File: config.mk
export PLATFORM = sky130hd
export DESIGN_NAME = pip_vertex_cell
export DESIGN_NICKNAME = d
export VERILOG_FILES = /design/src/rtl/pip_pkg.sv /design/src/rtl/pip_vertex_cell.sv
export SDC_FILE = /design/constraint.sdc
export NUM_CORES = 1
export LEC_CHECK = 0
export BUFFER_PORTS_ARGS = -buffer_cell sky130_fd_sc_hd__buf_2
export CORE_ASPECT_RATIO = 1.4
export CORE_MARGIN = 2
export CORE_UTILIZATION = 45
export DETAILED_ROUTE_END_ITERATION = 8
export GPL_TIMING_DRIVEN = 0
export HOLD_SLACK_MARGIN = 0.05
export PLACE_DENSITY = 0.92
export SETUP_SLACK_MARGIN = 0.2
export SLEW_MARGIN = 20
export SYNTH_ARGS = -nofsm -noshare
export SYNTH_HDL_FRONTEND = slang
export SYNTH_SLANG_ARGS = --single-unit
File: constraint.sdc
create_clock -name clk -period 2.15 [get_ports clk]
set_input_delay 0.1075 -clock clk [delete_from_list [all_inputs] [get_ports clk]]
set_output_delay 0.1075 -clock clk [all_outputs]
set_load 0.1 [all_outputs]
File: src/rtl/pip_pkg.sv
// ---------------------------------------------------------------------------
// pip_pkg: shared constants and types of the point-in-polygon tester
// Port widths, command and mode codes, register indexes, step control.
// ---------------------------------------------------------------------------
package pip_pkg;

	localparam int DEF_MAX_VERTICES = 64;
	localparam int DEF_COORD_BITS   = 16;

	localparam int IN_COORD_W = 16;
	localparam int INDEX_W    = 6;
	localparam int WN_W       = 8;
	localparam int CFG_ADDR_W = 1;
	localparam int CFG_DATA_W = 7;
	localparam int COUNT_W    = 7;
	localparam int MODE_W     = 2;

	localparam logic CMD_LOAD  = 1'b0;
	localparam logic CMD_QUERY = 1'b1;

	localparam logic [CFG_ADDR_W-1:0] REG_VERTEX_COUNT = 1'b0;
	localparam logic [CFG_ADDR_W-1:0] REG_TEST_MODE    = 1'b1;

	localparam logic [MODE_W-1:0] MODE_HALFPLANE = 2'd0;
	localparam logic [MODE_W-1:0] MODE_CROSSING  = 2'd1;
	localparam logic [MODE_W-1:0] MODE_WINDING   = 2'd2;

	localparam logic [COUNT_W-1:0] RESET_VERTEX_COUNT = 7'd3;
	localparam logic [MODE_W-1:0]  RESET_TEST_MODE    = MODE_CROSSING;

	// control that travels with one edge step through the edge unit
	typedef struct packed {
		logic valid;
		logic last;
	} step_ctl_t;

endpackage

File: src/rtl/pip_vertex_cell.sv
// ---------------------------------------------------------------------------
// pip_vertex_cell: one vertex slot of the rotating ring
// Holds one vertex; loads it directly or takes the neighbor's vertex.
// ---------------------------------------------------------------------------
module pip_vertex_cell #(
	parameter int COORD_BITS = pip_pkg::DEF_COORD_BITS
) (
	input  logic                    clk,
	input  logic                    load_en,
	input  logic [2*COORD_BITS-1:0] load_xy,
	input  logic                    rot_en,
	input  logic [2*COORD_BITS-1:0] next_xy,
	output logic [2*COORD_BITS-1:0] xy
);

	logic [2*COORD_BITS-1:0] xy_q;

	// load a vertex, or advance the ring by one slot
	always_ff @(posedge clk) begin
		if (load_en) begin
			xy_q <= load_xy;
		end else if (rot_en) begin
			xy_q <= next_xy;
		end
	end

	assign xy = xy_q;

endmodule

==> run summary, run 1 <==
crit-path max FO -> 1
HP Class -> in2reg
port bufs -> 97
filler cell count -> 241
Cells after Synth -> 69
gr usage total -> 0.164
vias in the first global route -> 1007
Min-Delay Endpoint -> xy[11]$_DFFE_PP_
total of max-cap violations -> 0
post-synthesis register bit count -> 32
Layout Area Growth over Synthesis -> 40.5%
Chip Height -> 72.5 µm
total die area -> 0.00384 mm²
crit share post-route -> 0.536
beginning of the critical path -> xy[4]$_DFFE_PP_
Slew headroom -> 0.504
Vias/cell -> 4.72
P_leak -> 1.03 nW
first-iteration detailed-routing DRC count -> 12
Psw -> 0.792 mW
I/O Pins -> 99
total gr overflow -> 0
pin count of the biggest net entering global routing -> 33
final worst slack -> 0.998 ns
routed via count -> 1000
critical path type -> reg2out
Post-Syn Nets -> 136
core area -> 0.00315 mm²
measured slew at the worst slew-check pin -> 0.744 ns
non-filler instance count after layout -> 212
Logic pwr share -> 0.384
routed length per instance -> 14.4 µm
dpl cells -> 205
Setup TNS -> 0 ns
most frequent cells in the layout -> 97 x buf_2, 32 x edfxtp_1, 29 x mux2_4
P_int -> 1.14 mW
RSZ-0062 raised after global routing -> false
# Post-CTS Setup Buffers -> 0
Initial DRT Pass Iterations -> 3
fin crit period -> 1.15 ns
Worst Hold Depth -> 2
Ys Warns -> 0
pre-CTS setup slack -> 0.752 ns
Reg power frac -> 0.404
Mapped Area -> 0.00151 mm²
CTS tree -> done
post-synth cell types -> 6
antenna violations before repair -> 0
maximum clock frequency -> 868 MHz
Clk pwr share -> 0.212
share of layout cells above drive strength 1 -> 0.803
TritonCTS Sinks -> 32
TritonCTS Buffers -> 5
worst min-delay path startpoint -> load_xy[11]
clock root buffer -> clkbuf_8
max FFs per register -> 32
Residual DRC -> 0
Layout Nets -> 240
clock slew at reported path FFs -> 0.06 ns
Post-DRT Antenna Nets -> 0
first-pass GRT wire length -> 4410 µm
buffer depth of the longest clock path -> 2
Worst EP arrival -> 1.04 ns
Finish-stage setup viols -> 0
endpoint class of the critical path -> output pin
H-tree depth -> 2
slowest CP cell -> buf_2
Antenna Cells -> 0
CP cell instances -> buf_2
max incr delay on CP -> 0.43 ns
GP Congestion -> 0.783
Avg Cell Area, Syn -> 21.9 µm²
worst vdd ir -> 0.000603 V
CP required -> 2.04 ns
final slew viol count -> 0
CTS resizes -> 0
CP top delay family -> buffers and inverters
dpl hpwl -> 2450 µm
most common cell after layout, fill and taps aside -> buf_2
Power Dens Cells -> 914 mW/mm²
Net Sw Frac -> 0.409
Std-Cell Rows -> 24
worst path bufs/invs -> 1
count of final hold-check violations -> 0
Initial Util -> 0.478
cts-stage hold buffer count -> 0
post-synthesis sequential area ratio -> 0.637
status -> completed
Worst setup SP type -> register
Chip Width -> 52.9 µm
drt total wl -> 3050 µm
==> metal layers <==
layer | share of wire | wire [µm] | vias up | global-route usage
met5 | 0 | 0 | - | 0
met4 | 0.036 | 111 | 0 | 0.0940
met3 | 0.11 | 327 | 12 | 0.0802
met2 | 0.55 | 1690 | 61 | 0.282
met1 | 0.30 | 922 | 454 | 0.153
li1 | - | - | 473 | -
==> layout make-up <==
class | count | area [µm²] | share of cell area
plain buffers | 4 | 71.3 | 0.0337
clock buffers | 5 | 68.8 | 0.0325
clock inverters | 2 | 7.51 | 0.00354
multi-input cells | 33 | 475 | 0.224
flip-flops and latches | 32 | 961 | 0.454
well taps | 39 | 48.8 | 0.0230
repair buffers | 97 | 485 | 0.229
==> Yosys cell counts <==
| cell type | instances | area, µm² |
|---|---|---|
| buf_12 | 3 | 60.1 |
| edfxtp_1 | 32 | 961 |
| mux2_2 | 3 | 33.8 |
| buf_6 | 1 | 11.3 |
| or2_1 | 1 | 6.26 |
| mux2_4 | 29 | 435 |
==> cell families after synthesis <==
logic type             synth area share
and+or+nand+nor                 0.00415
buffers and inverters            0.0473
DFF                               0.637
muxes                             0.311
==> worst max-delay path by stage <==
stage	slack [ns]	depth (start not counted)	to
2_1_floorplan	0.63	3	xy[0]$_DFFE_PP_
3_3_place_gp	0.40	3	xy[1]$_DFFE_PP_
3_5_place_dp	0.75	3	xy[4]$_DFFE_PP_
4_1_cts	0.98	1	xy[4]
5_1_grt	0.97	1	xy[17]
6_report	1.0	1	xy[4]
==> power groups by stage <==
stage / Clock, mW / Sequential (mW) / Combinational [mW]
finish: 0.410 / 0.782 / 0.744
global route: 0.448 / 0.788 / 0.763
floorplan: 0 / 1.30 / 0.110
detailed placement: 0 / 0.796 / 0.747
CTS: 0.416 / 0.784 / 0.748
global placement: 0 / 0.794 / 0.737
==> stage by stage <==
stage                     instance area, µm²  power, mW  hold slack [ns]  utilization
after floorplan                         1510       1.41            0.325            -
after detailed placement                2040       1.54            0.410        0.648
after CTS                               2120       1.95            0.124        0.672
after global routing                    2120       2.00            0.114        0.672
after global placement                  2040       1.53            0.408        0.648
final                                   2120       1.94            0.127        0.672
Power figures use the tool's default switching activity.
==> run 2, diff against run 1 <==
--- a/config.mk
+++ b/config.mk
@@ -5,14 +5,15 @@
 export SDC_FILE = /design/constraint.sdc
 export NUM_CORES = 1
 export LEC_CHECK = 0
+export ABC_AREA = 1
 export BUFFER_PORTS_ARGS = -buffer_cell sky130_fd_sc_hd__buf_2
 export CORE_ASPECT_RATIO = 1.4
 export CORE_MARGIN = 2
-export CORE_UTILIZATION = 45
+export CORE_UTILIZATION = 36
 export DETAILED_ROUTE_END_ITERATION = 8
 export GPL_TIMING_DRIVEN = 0
 export HOLD_SLACK_MARGIN = 0.05
-export PLACE_DENSITY = 0.92
+export PLACE_DENSITY = 0.82
 export SETUP_SLACK_MARGIN = 0.2
 export SLEW_MARGIN = 20
 export SYNTH_ARGS = -nofsm -noshare
==> constraint.sdc (replaced) <==
create_clock -name clk -period 1 [get_ports clk]
set_input_delay 0.05 -clock clk [delete_from_list [all_inputs] [get_ports clk]]
set_output_delay 0.05 -clock clk [all_outputs]
set_load 0.1 [all_outputs]
==> run summary, run 2 <==
final worst slack -> 0.0334 ns (-0.965 ns)
Mapped Area -> 0.00140 mm² (-7.1%)
count of final hold-check violations -> 0 (unchanged)
measured slew at the worst slew-check pin -> 0.437 ns (-0.306 ns)
final slew viol count -> 0 (unchanged)
Power Dens Cells -> 1660 mW/mm² (+81%)
Cells after Synth -> 137 (+99%)
Post-DRT Antenna Nets -> 0 (unchanged)
Residual DRC -> 0 (unchanged)
Layout Nets -> 353 (+47%)
Synth area leaders -> edfxtp_1 69%, nand2_1 26%, buf_6 3.2%, buf_4 1.6%, inv_4 0.45%
# Post-CTS Setup Buffers -> 0 (unchanged)
post-synth top area cell -> edfxtp_1
worst vdd ir -> 0.00120 V (+99%)
max FFs per register -> 32 (unchanged)
Worst setup SP type -> register
Initial DRT Pass Iterations -> 5 (+2)
P_leak -> 1.45 nW (+41%)
endpoint class of the critical path -> output pin
worst path bufs/invs -> 1 (unchanged)
slowest CP cell -> edfxtp_1
CTS tree -> done
clock slew at reported path FFs -> 0.06 ns (about the same)
Initial Util -> 0.381 (-0.0970)
buffer depth of the longest clock path -> 2 (unchanged)
max incr delay on CP -> 0.43 ns (about the same)
routed length per instance -> 14.3 µm (-0.26%)
first-pass GRT wire length -> 7130 µm (+62%)
TritonCTS Sinks -> 32 (unchanged)
H-tree depth -> 2 (unchanged)
total of max-cap violations -> 0 (unchanged)
antenna violations before repair -> 0 (unchanged)
Vias/cell -> 4.53 (-4.0%)
crit-path max FO -> 1 (unchanged)
Synth async-reset ratio -> 0 (unchanged)
post-layout total power -> 4.53 mW (+130%)
CP top delay family -> flip-flops
Chip Width -> 56.7 µm (+7.2%)
Final Util -> 0.742 (+0.0705)
fin crit period -> 0.967 ns
Worst Hold Depth -> 3 (+1)
clock root buffer -> clkbuf_8
gr usage total -> 0.218 (+0.0537)
share of layout cells above drive strength 1 -> 0.415 (-0.389)
pin count of the biggest net entering global routing -> 33 (unchanged)
core area -> 0.00368 mm² (+17%)
Finish-stage setup viols -> 0 (unchanged)
Post-synth EDFFs -> 32 (unchanged)
Layout Area Growth over Synthesis -> 94.7%
Avg Cell Area, Syn -> 10.2 µm² (-53%)
worst min-delay path startpoint -> next_xy[28]
post-synthesis register bit count -> 32 (unchanged)
most frequent cell after synthesis -> nand2_1
filler cell count -> 243 (+0.83%)
Worst EP arrival -> 0.92 ns (-0.12 ns)
total gr overflow -> 0 (unchanged)
Commonest cells post-synth -> 96 x nand2_1, 32 x edfxtp_1, 4 x buf_6
post-synth cell types -> 6 (unchanged)
Ys Warns -> 0 (unchanged)
Antenna Cells -> 0 (unchanged)
Post-synth top flop -> edfxtp_1
Std-Cell Rows -> 26 (+8.3%)
post-synthesis sequential area ratio -> 0.686 (+0.0484)
critical path type -> reg2out
CP required -> 0.95 ns (-1.09 ns)
total die area -> 0.00441 mm² (+15%)
GP Congestion -> 0.659 (-16%)
crit share post-route -> 0.967
RSZ-0062 raised after global routing -> true
Slew headroom -> 0.708 (+0.204)
first-iteration detailed-routing DRC count -> 65 (+53)
vias in the first global route -> 1586 (+57%)
Min-Delay Endpoint -> xy[28]$_DFFE_PP_
CP cell instances -> buf_6
HP Class -> in2reg
Setup TNS -> 0 ns (unchanged)
pre-CTS setup slack -> 0.0595 ns (-0.692 ns)
Chip Height -> 77.8 µm (+7.4%)
I/O Pins -> 99 (unchanged)
port bufs -> 97 (unchanged)
routed via count -> 1490 (+49%)
most frequent cells in the layout -> 88 x nand2_1, 65 x buf_2, 35 x buf_6
status -> completed
most common cell after layout, fill and taps aside -> nand2_1
Post-Syn Nets -> 204 (+50%)
drt total wl -> 4720 µm (+55%)
dpl hpwl -> 2680 µm (+9.5%)
TritonCTS Buffers -> 5 (unchanged)
area fraction of the dominant cell type after synthesis -> 0.686 (+0.0484)
maximum clock frequency -> 1030 MHz
## run 2: cell count changes after synthesis, sizes merged
cell / before / now
mux2: 32 / 0
inv: 0 / 1
nand2: 0 / 96
buf: 4 / 7
## run 2: logic make-up after synthesis
logic type    count (synthesis)  synth area share
flops                        32             0.686
buf+inv                       8            0.0527
simple gates                 97             0.262
## run 2: cell type report
| type | instances | area, µm² | share of cell area |
|---|---|---|---|
| inverter | 1 | 6.26 | 0.00229 |
| tap | 42 | 52.6 | 0.0193 |
| buffer | 7 | 71.3 | 0.0261 |
| sequential | 32 | 961 | 0.352 |
| clock buffer | 7 | 76.3 | 0.0280 |
| multi-input combinational | 97 | 389 | 0.143 |
| timing repair buffer | 142 | 1170 | 0.428 |
| clock inverter | 1 | 3.75 | 0.00138 |
## run 2: per-layer routing
layer | routed length (µm) | track usage | part of all wire | up-vias
li1 | - | - | - | 734
met1 | 1550 | 0.186 | 0.33 | 673
met2 | 2860 | 0.455 | 0.61 | 73
met3 | 209 | 0.0433 | 0.044 | 10
met4 | 108 | 0.0977 | 0.023 | 0
met5 | 0 | 0 | 0 | -
## run 2: per-stage QoR
step,instance area [µm²],hold WS (ns),cells
final,2730,0.0503,329
after detailed placement,1950,0.319,276
after CTS,2670,0.0504,328
after global placement,1950,0.311,276
after floorplan,1410,0.229,137
after global routing,2730,0.0535,329
## run 2: worst max path at each step
stage               slack [ns]                to              from  cells past startpoint
finish                    0.03            xy[27]  xy[27]$_DFFE_PP_                      1
global route              0.02            xy[19]  xy[19]$_DFFE_PP_                      1
CTS                       0.05            xy[20]  xy[20]$_DFFE_PP_                      1
detailed placement        0.06   xy[9]$_DFFE_PP_           load_en                      2
global placement          0.08  xy[11]$_DFFE_PP_           load_en                      2
floorplan                 0.05             xy[0]   xy[0]$_DFFE_PP_                      0
## run 2: where the power goes
group	switching, mW	internal (mW)
Clock	0.425	0.483
Sequential	0.0730	1.65
Combinational	1.33	0.559
## run 2: timing repair
| action | CTS | global route |
|---|---|---|
| hold buffers | 44 | 1 |
| gates resized for setup | 64 | 21 |
| setup endpoints to repair | 32 | 48 |
| pin swaps | 0 | 6 |
| endpoints found under the hold margin | 26 | 1 |
==> run 3, diff against run 2 <==
--- a/config.mk
+++ b/config.mk
@@ -14,7 +14,6 @@
 export GPL_TIMING_DRIVEN = 0
 export HOLD_SLACK_MARGIN = 0.05
 export PLACE_DENSITY = 0.82
-export SETUP_SLACK_MARGIN = 0.2
 export SLEW_MARGIN = 20
 export SYNTH_ARGS = -nofsm -noshare
 export SYNTH_HDL_FRONTEND = slang
==> run summary, run 3 (synthesized netlist as in run 2, its figures left out) <==
Initial DRT Pass Iterations -> 4 (-1)
critical path type -> reg2out
CTS tree -> done
Antenna Cells -> 0 (unchanged)
total gr overflow -> 0 (unchanged)
drt total wl -> 4600 µm (-2.5%)
max incr delay on CP -> 0.35 ns (-0.08 ns)
Layout Nets -> 349 (-1.1%)
max FFs per register -> 32 (unchanged)
fin crit period -> 0.963 ns (-0.00372 ns)
crit share post-route -> 0.963 (-0.00372)
total of max-cap violations -> 0 (unchanged)
crit-path max FO -> 1 (unchanged)
Finish-stage setup viols -> 0 (unchanged)
gr usage total -> 0.216 (-0.00242)
TritonCTS Buffers -> 5 (unchanged)
Chip Width -> 56.7 µm (unchanged)
core area -> 0.00368 mm² (unchanged)
CP cell instances -> buf_4
routed length per instance -> 14.2 µm (-1.3%)
filler cell count -> 285 (+17%)
CP required -> 0.95 ns (about the same)
buffer depth of the longest clock path -> 2 (unchanged)
port bufs -> 97 (unchanged)
Post-DP Area -> 0.00194 mm² (-0.19%)
Setup TNS -> 0 ns (unchanged)
Worst setup SP type -> register
slowest CP cell -> edfxtp_1
TritonCTS Sinks -> 32 (unchanged)
Final Util -> 0.683 (-0.0589)
measured slew at the worst slew-check pin -> 0.440 ns (+0.00240 ns)
HP Class -> in2reg
RSZ-0062 raised after global routing -> false
Worst EP arrival -> 0.91 ns (about the same)
pre-CTS setup slack -> 0.0511 ns (-0.00837 ns)
H-tree depth -> 2 (unchanged)
routed via count -> 1506 (+1.1%)
antenna violations before repair -> 0 (unchanged)
Initial Util -> 0.381 (unchanged)
final slew viol count -> 0 (unchanged)
dpl hpwl -> 2690 µm (+0.46%)
Power Dens Cells -> 1740 mW/mm² (+4.7%)
first-pass GRT wire length -> 7070 µm (-0.77%)
I/O Pins -> 99 (unchanged)
Finished Cell Area -> 0.00251 mm² (-7.9%)
vias in the first global route -> 1536 (-3.2%)
most frequent cells in the layout -> 96 x nand2_1, 65 x buf_2, 41 x dlygate4sd3_1
share of layout cells above drive strength 1 -> 0.392 (-0.0224)
P_leak -> 1.28 nW (-12%)
CP top delay family -> flip-flops
first-iteration detailed-routing DRC count -> 31 (-52%)
total die area -> 0.00441 mm² (unchanged)
Vias/cell -> 4.63 (+2.3%)
clock root buffer -> clkbuf_8
post-layout total power -> 4.36 mW (-3.6%)
status -> completed
worst vdd ir -> 0.00134 V (+11%)
clock slew at reported path FFs -> 0.06 ns (about the same)
Slew headroom -> 0.707 (-0.00160)
Residual DRC -> 0 (unchanged)
final worst slack -> 0.0372 ns (+0.00372 ns)
# Post-CTS Setup Buffers -> 0 (unchanged)
Layout Area Growth over Synthesis -> 79.3%
GP Congestion -> 0.717 (+8.8%)
worst path bufs/invs -> 1 (unchanged)
endpoint class of the critical path -> output pin
count of final hold-check violations -> 0 (unchanged)
Chip Height -> 77.8 µm (unchanged)
Std-Cell Rows -> 26 (unchanged)
Post-DRT Antenna Nets -> 0 (unchanged)
pin count of the biggest net entering global routing -> 33 (unchanged)
most common cell after layout, fill and taps aside -> nand2_1
maximum clock frequency -> 1040 MHz (+0.39%)
-- run 3: cell types whose count changed in the layout (fill, tap and decap cells not counted) --
cell / delta
nand2_2: -8
buf_8: -1
buf_6: -31
nand2_1: +8
dlymetal6s4s_1: -13
buf_4: +32
dlygate4sd3_1: +9
-- run 3: layer usage --
layer / track usage / wire [µm]
met1: 0.183 / 1420
met2: 0.428 / 2750
met3: 0.0567 / 262
met4: 0.121 / 174
met5: 0 / 0
-- run 3: where the power goes --
part / switching (mW) / internal [mW]
Sequential: 0.0419 / 1.65
Combinational: 1.32 / 0.442
Clock: 0.426 / 0.483
-- run 3: layout make-up --
class,instances,area (µm²),share of cell area
Buffer,7,67.6,0.0269
Clock buffer,7,76.3,0.0304
Clock inverter,1,3.75,0.00149
Inverter,1,6.26,0.00249
Multi-Input combinational cell,97,369,0.147
Sequential cell,32,961,0.382
Tap cell,42,52.6,0.0209
Timing Repair Buffer,138,976,0.388
-- run 3: final timing paths --
kind	slack, ns	end	depth (start not counted)	startpoint
worst max-delay path	0.04	xy[19]	1	xy[19]$_DFFE_PP_
worst min-delay path	0.06	xy[8]$_DFFE_PP_	3	next_xy[8]
-- run 3: metrics by stage --
stage / instances / hold WS [ns]
finish: 325 / 0.0563
global route: 325 / 0.0506
CTS: 325 / 0.0514
detailed placement: 276 / 0.317
global placement: 276 / 0.314
floorplan: 137 / 0.229
-- run 3: what timing repair did --
| action | in CTS | in global routing |
|---|---|---|
| setup endpoints to repair | 32 | 0 |
| hold endpoints to repair | 23 | 0 |
| hold buffers | 41 | 0 |
| resized for setup | 32 | 0 |
